[src/fpi_ram.sv]
// Generic single-write, single-read RAM with registered read data.
module fpi_ram #(
    parameter int WIDTH = 8,
    parameter int DEPTH = 16
) (
    input  logic                                 i_clk,
    input  logic                                 i_we,
    input  logic [(DEPTH > 1 ? $clog2(DEPTH) : 1)-1:0] i_waddr,
    input  logic [WIDTH-1:0]                     i_wdata,
    input  logic                                 i_re,
    input  logic [(DEPTH > 1 ? $clog2(DEPTH) : 1)-1:0] i_raddr,
    output logic [WIDTH-1:0]                     o_rdata
);

    logic [WIDTH-1:0] r_mem [DEPTH];

    // Write port.
    always_ff @(posedge i_clk) begin
        if (i_we) begin
            r_mem[i_waddr] <= i_wdata;
        end
    end

    // Read port; data holds until the next read.
    always_ff @(posedge i_clk) begin
        if (i_re) begin
            o_rdata <= r_mem[i_raddr];
        end
    end

endmodule

[config.mk]
export PLATFORM = sky130hd
export DESIGN_NAME = fpi_ram
export DESIGN_NICKNAME = d
export VERILOG_FILES = /design/src/fpi_ram.sv
export SDC_FILE = /design/constraint.sdc
export NUM_CORES = 1
export LEC_CHECK = 0
export BUFFER_PORTS_ARGS = -buffer_cell sky130_fd_sc_hd__buf_2
export CORE_MARGIN = 8
export CORE_UTILIZATION = 55
export CTS_BUF_LIST = sky130_fd_sc_hd__clkbuf_8
export DETAILED_ROUTE_END_ITERATION = 10
export GPL_TIMING_DRIVEN = 0
export PLACE_DENSITY_LB_ADDON = 0.2
export SYNTH_ARGS = -nofsm -noshare
export SYNTH_HDL_FRONTEND = slang
export SYNTH_SLANG_ARGS = --single-unit
[constraint.sdc]
create_clock -name i_clk -period 1.9 [get_ports i_clk]
set_input_delay 0.38 -clock i_clk [delete_from_list [all_inputs] [get_ports i_clk]]
set_output_delay 0.38 -clock i_clk [all_outputs]
set_load 0.02 [all_outputs]
Word-level counts from Yosys, hierarchy flattened
Memories as Yosys holds them, arrays and structs flattened. A register that Yosys moved wholly into a read port is not among the register bits.
Index checks and enable logic that the tools add are counted.
{"block": "op_classes", "mux": 2}
{"op": "$mux 1", "n": 2}
{"block": "word_totals", "out_inout_bits": 8, "elab_cells": 3, "mem_bits_rw": 128, "reg_bits": 0, "mem_count": 1, "input_bits": 19}
{"memory": "r_mem", "words": 16, "width": 8, "rd": 1, "rd_ports_with_merged_regs": 1, "wr": 1, "line": "15", "rtl": "logic [WIDTH-1:0] r_mem [DEPTH];"}

Longest topological paths before layout
Gate-level depths: netlist of run 1.
{"block": "logic_depth", "ltp_word": 2, "depth_mapped": 5, "ltp_nobuf": 3}

Least setup slack after synthesis of run 1
No wires, ideal clock.
{"block": "synth_timing", "kind": "input to register", "startpoint": "input port i_waddr[2] in the netlist's numbering", "endpoint": "memory r_mem[0][0], enable pin", "t_arrival_ns": 1.490, "path_stages": 2, "slack_ns": 0.027, "setup_time_ns": 0.383, "t_required_ns": 1.517, "cell_sequence": "or3b_2 > nor3_1"}
{"element": "start: declaration", "line": "8", "rtl": "input logic [(DEPTH > 1 ? $clog2(DEPTH) : 1)-1:0] i_waddr,"}
{"element": "end: declaration", "line": "15"}
Straight into the memory's write port.

Worst setup path after layout of run 1
{"block": "layout_timing", "startpoint": "input port i_waddr[2] in the netlist's numbering", "endpoint": "memory r_mem[8][0], enable pin"}
Straight into the memory's write port.

==> metrics, run 1 <==
vias in the first global route=2495; wire length per cell=23.4 µm; critical path launch point type=primary input; RSZ-0062 raised after global routing=no; setup ws final=193 ps; clock sinks=136; hold path endpoint=o_rdata[0]; worst path arrival time=1740 ps; pin count of the biggest net entering global routing=17; DR iter-0 viols=183; reg2reg path depth=3; DR DRC count=0; Seq cells post-synth=136; Chip Height=113 µm; post-CTS setup repair buffer count=0; Core Box Area=9240 µm²; Fmax=586 MHz; worst skew pair latency=430 ps; layout cells sized above 1=29.0%; area delta synth->final=14.5%; Die ar.=12900 µm²; Hold Path Depth=1; clock slew at reported path FFs=80 ps; vias per cell=5.87; skew final=8.27 ps; Net Count, Synth=248; setup TNS=0 ps; Min-Delay Startpoint=i_re; Finished Core Util=64.8%; PortBufs=25; Max Cap Violations=0; # hold bufs at CTS=0; Post-Route WL=9.72 mm; CTS tree=yes; TritonCTS buffer count=17; Worst Path Max Fanout=8; antenna-violating nets left=0; clk buf depth=2; GRT Total Usage=16.3%; drt first pass iters=4; initial core utilization=56.6%; FP Rows=35; CP Class=in -> reg; IO Pins=27; Cell Count, Final, Fillers Out=415; Final Setup Violations=0; Worst setup EP type=flip-flop; yosys warns=0; via count=2434; htree depth=4; reg2reg start=r_mem[5][0]; Worst R2R End=o_rdata[0]; DP HPWL=6.10 mm; Root Driver=clkbuf_8; die width=113 µm; GPL Wtd Cong=0.732; Max VDD drop=0.652 mV; Inst Count DP=383; sequential area share after synthesis=78.1%; syn_area_per_cell=22.8 µm²; Mapped Cells=229; # nets final=292; status=finished, final reports clean; first-pass GRT wire length=14.7 mm; Max-slew headroom=17.0%; Leak=1.99 nW; Unique masters post-synth=18; n_diodes=0; reg2reg setup slack=300 ps; initial antenna violation count=0; Pins Over Slew Limit=0; WP data required=1940 ps; Cell Area, Synth=5230 µm²; worst slack, placed=-583 ps; Period Utilization, post-route=89.8%; Final Hold Fails=0; cts repair resizes=1; WHS=302 ps; gr ovfl total=0; min Tclk post-route=1710 ps; fill count=630; Slew @ Worst Pin=1240 ps; Hold Path Class=in -> reg; Power per Cell Area=1080 nW/µm²
[state kept, by name, indices dropped and copies added, names as in the netlist]
name / flops
r_mem: 128
o_rdata: 8
[Yosys cell counts, drive strengths merged]
cell type / count / area [µm²]
and2: 1 / 6.26
mux4: 32 / 773
nand3b: 2 / 15.0
nor2: 13 / 48.8
edfxtp: 136 / 4080
nand2: 9 / 33.8
clkdlybuf4s25: 3 / 30.0
nand3: 1 / 5.00
nor2b: 1 / 6.26
a22oi: 16 / 120
nor3: 4 / 20.0
nand2b: 2 / 12.5
buf: 7 / 56.3
or3b: 1 / 8.76
and2b: 1 / 7.51
[worst max path at each step]
stage,from,end,cells after the start
6_report,i_waddr[2],r_mem[8][0],3
5_1_grt,i_waddr[2],r_mem[8][4],3
4_1_cts,i_waddr[2],r_mem[8][6],3
3_5_place_dp,i_waddr[2],r_mem[0][4],3
3_3_place_gp,i_waddr[2],r_mem[0][4],3
2_1_floorplan,i_waddr[2],r_mem[0][0],2
[metrics by stage]
step | total power [mW] | instance area [µm²]
4_1_cts | 6.48 | 5990
6_report | 6.44 | 5990
5_1_grt | 6.62 | 5990
3_3_place_gp | 3.78 | 5510
2_1_floorplan | 3.65 | 5230
3_5_place_dp | 3.79 | 5510
[area by class of cell]
class	count	area (µm²)	area share, %
flip-flops and latches	136	4080	68.2
multi-input cells	83	1060	17.7
clock buffers	17	234	3.91
clock inverters	15	234	3.91
well taps	129	161	2.70
repair buffers	25	125	2.09
plain buffers	10	86.3	1.44
[placed cells by master (no fill, tap or decap)]
master,Yosys,layout
nand2_1,9,9
nand3_1,1,1
clkinv_4,0,3
and2b_1,1,1
a22oi_1,16,16
or3b_2,1,1
buf_2,3,28
nor3_2,0,1
nor3_1,4,3
clkbuf_8,0,17
clkdlybuf4s25_2,3,3
mux4_2,18,18
clkinv_2,0,1
and2_1,1,1
clkinvlp_4,0,1
nor2b_1,1,1
clkinv_1,0,2
edfxtp_1,136,136
nand2b_1,2,2
nor2_1,13,13
nand3b_1,2,2
bufinv_16,0,6
buf_6,3,3
inv_1,0,2
buf_4,1,1
mux4_1,14,14
[worst max-delay path, cell delays in order]
cell and delay, ps:
buf_2 110, nand3b_1 260, nor3_1 990
[power breakdown]
group | switching [mW] | internal [mW] | total, mW
Sequential | 0.0142 | 3.38 | 3.39
Combinational | 0.200 | 0.130 | 0.331
Clock | 1.04 | 1.68 | 2.72
[cell families (layout without fill, tap and decap cells)]
logic type | count (synthesis) | after routing | share of synthesized area (%)
AOI/OAI and AO/OA | 16 | 16 | 2.30
buffers and inverters | 10 | 67 | 1.65
DFF | 136 | 136 | 78.1
muxes | 32 | 32 | 14.8
and+or+nand+nor | 35 | 35 | 3.14
[metal layers]
metal / up-vias / part of all wire [%] / global-route usage [%]
met5: - / 0 / 0
met1: 1274 / 42 / 21.3
met4: 0 / 0.84 / 5.33
met3: 8 / 7.8 / 5.07
li1: 1070 / - / -
met2: 82 / 49 / 25.4
Power figures use the tool's default switching activity.
==> run 2, diff against run 1 <==
- CORE_MARGIN: 8 -> 5
- PLACE_DENSITY: not set -> 0.84
- PLACE_DENSITY_LB_ADDON: 0.2 -> not set
==> run 2 against run 1 <==
Compared with the run above:
- first-iteration DRC count up 8.2%
- register-to-register slack better by 20 ps
- combinational power barely moved
- wire length rose by 0.16%
- maximum frequency down 1.5%
- sequential power is essentially flat
- critical path type unchanged
- critical endpoint is now r_mem[8][3]
- largest power group unchanged
==> metrics, run 2 (synthesis gave the netlist of run 1 again) <==
Power per Cell Area=1020 nW/µm² (-5.3%); DP HPWL=6.22 mm (+1.9%); Biggest register=r_mem; worst path arrival time=1760 ps (+20 ps); crit-path max cell delay=1020 ps (+30 ps); clk buf depth=2 (unchanged); hold path endpoint=o_rdata[2]; Worst setup startpoint=i_waddr[2]; Final Hold Fails=0 (unchanged); Seq pwr share=56.3% (+3.6 points); initial antenna violation count=0 (unchanged); post-CTS setup repair buffer count=0 (unchanged); met1 Track Usage GR=24.6% (+3.3 points); max reg flops=128 (unchanged); Finished Core Util=64.0% (-0.81 points); die width=107 µm (-5.3%); Period Utilization, post-route=91.2% (+1.4 points); RSZ-0062 raised after global routing=no; Slew @ Worst Pin=1290 ps (+50.4 ps); vias in the first global route=2549 (+2.2%); clock slew at reported path FFs=80 ps (about the same); Die ar.=11600 µm² (-10%); placed inst area=5510 µm² (unchanged); Chip Height=107 µm (-5.3%); DR iter-0 viols=198 (+8.2%); GPL Wtd Cong=0.754 (+3.0%); clock sinks=136 (unchanged); Leak=1.94 nW (-2.7%); gr ovfl total=0 (unchanged); Max VDD drop=0.526 mV (-19%); grt met3 use=5.22% (+0.15 points); wire length per cell=23.5 µm (+0.41%); Core Box Area=9240 µm² (unchanged); worst skew pair latency=420 ps (about the same); Int Pwr=4.78 mW (-7.8%); area delta synth->final=13.1%; Max-slew headroom=13.6% (-3.4 points); reg2reg start=r_mem[5][3]; Hold Path Class=in -> reg; CP max-delay cell=nor3_1; initial core utilization=56.6% (unchanged); Min-Delay Startpoint=i_re; most frequent cells in the layout=136 x edfxtp_1, 28 x buf_2, 18 x mux4_2, 17 x clkbuf_8, 16 x a22oi_1; n_diodes=0 (unchanged); drt first pass iters=5 (+1); Post-Route WL=9.74 mm (+0.16%); commonest non-fill, non-tap cell in the layout=edfxtp_1; Clk pwr share=38.2% (-4.0 points); IO Pins=27 (unchanged); antenna-violating nets left=0 (unchanged); first-pass GRT wire length=14.8 mm (+0.84%); setup TNS=0 ps (unchanged); via count=2446 (+0.49%); PortBufs=25 (unchanged); Max Cap Violations=0 (unchanged); TritonCTS buffer count=17 (unchanged); status=finished, final reports clean; layout cells sized above 1=29.5% (+0.45 points); Pins Over Slew Limit=0 (unchanged); WHS=293 ps (-9.00 ps); Worst Path Max Fanout=8 (unchanged); sw frac=20.6% (+1.2 points); Final Setup Violations=0 (unchanged); CP Class=in -> reg; final instance area=5910 µm² (-1.3%); Root Driver=clkbuf_8; WP data required=1920 ps (-20 ps); layer with the highest usage=met2; Hold Path Depth=1 (unchanged); Fmax=577 MHz (-1.5%); Worst setup EP type=flip-flop; min Tclk post-route=1730 ps (+26.7 ps); CTS tree=yes; # nets final=292 (unchanged); skew final=10.4 ps (+2.15 ps); vias per cell=5.91 (+0.74%); GRT Total Usage=18.5% (+2.2 points); reg2reg path depth=3 (unchanged); pin count of the biggest net entering global routing=17 (unchanged); top flop regs=r_mem: 128 flops, o_rdata: 8 flops; critical-path cell list=buf_2, nand3b_1, nor3_1; FP Rows=35 (unchanged); Power Total=6.02 mW (-6.4%); NetSw=1.24 mW (-0.72%); reg2reg setup slack=320 ps (+20 ps); Worst R2R End=o_rdata[3]; critical path launch point type=primary input; DR DRC count=0 (unchanged); htree depth=4 (unchanged); Comb pwr share=5.5% (+0.4 points); met2 global-route usage=29.8% (+4.4 points)
## run 2: cell types whose count changed in the layout (fill, tap and decap cells not counted)
cell / previous run / this run
bufinv_16: 6 / 3
clkinv_2: 1 / 3
inv_1: 2 / 0
clkinv_4: 3 / 1
clkinvlp_4: 1 / 5
## run 2: repair_timing
| action | in CTS | in global routing |
|---|---|---|
| gates resized for setup | 1 | 0 |
| setup endpoints to repair | 8 | 0 |
| hold buffers | 0 | 0 |
## run 2: worst max path at each step
stage	endpoint	slack, ps
after floorplan	r_mem[0][0]	30
after global placement	r_mem[0][4]	-500
after detailed placement	r_mem[0][4]	-480
after CTS	r_mem[8][3]	170
after global routing	r_mem[8][3]	70
final	r_mem[8][3]	170
## run 2: metrics by stage
stage / setup slack (ps) / std cells
2_1_floorplan: 27.1 / 229
3_3_place_gp: -498 / 383
3_5_place_dp: -480 / 383
4_1_cts: 165 / 414
5_1_grt: 68.9 / 414
6_report: 167 / 414
## run 2: power by group through the flow
stage / clock network (mW) / logic (mW) / registers [mW]
global route: 2.46 / 0.357 / 3.40
detailed placement: 0 / 0.330 / 3.46
global placement: 0 / 0.317 / 3.45
CTS: 2.33 / 0.334 / 3.39
floorplan: 0 / 0.171 / 3.47
finish: 2.30 / 0.331 / 3.39
## run 2: per-layer routing
| layer | wire length (µm) | up-vias |
|---|---|---|
| li1 | - | 1068 |
| met5 | 0 | - |
| met3 | 811 | 14 |
| met2 | 4890 | 131 |
| met4 | 170 | 0 |
| met1 | 3870 | 1233 |
## run 2: critical path, delay by kind of cell
| family | cells | cell delay, ps |
|---|---|---|
| AND/OR/NAND/NOR | 2 | 1260 |
| buffers and inverters | 1 | 110 |
## run 2: layout make-up
type                            count  area [µm²]
Sequential cell                   136        4080
Clock buffer                       17         234
Timing Repair Buffer               25         125
Multi-Input combinational cell     83        1060
Buffer                             10        86.3
Clock inverter                     14         159
Fill cell                         603        3330
Tap cell                          129         161
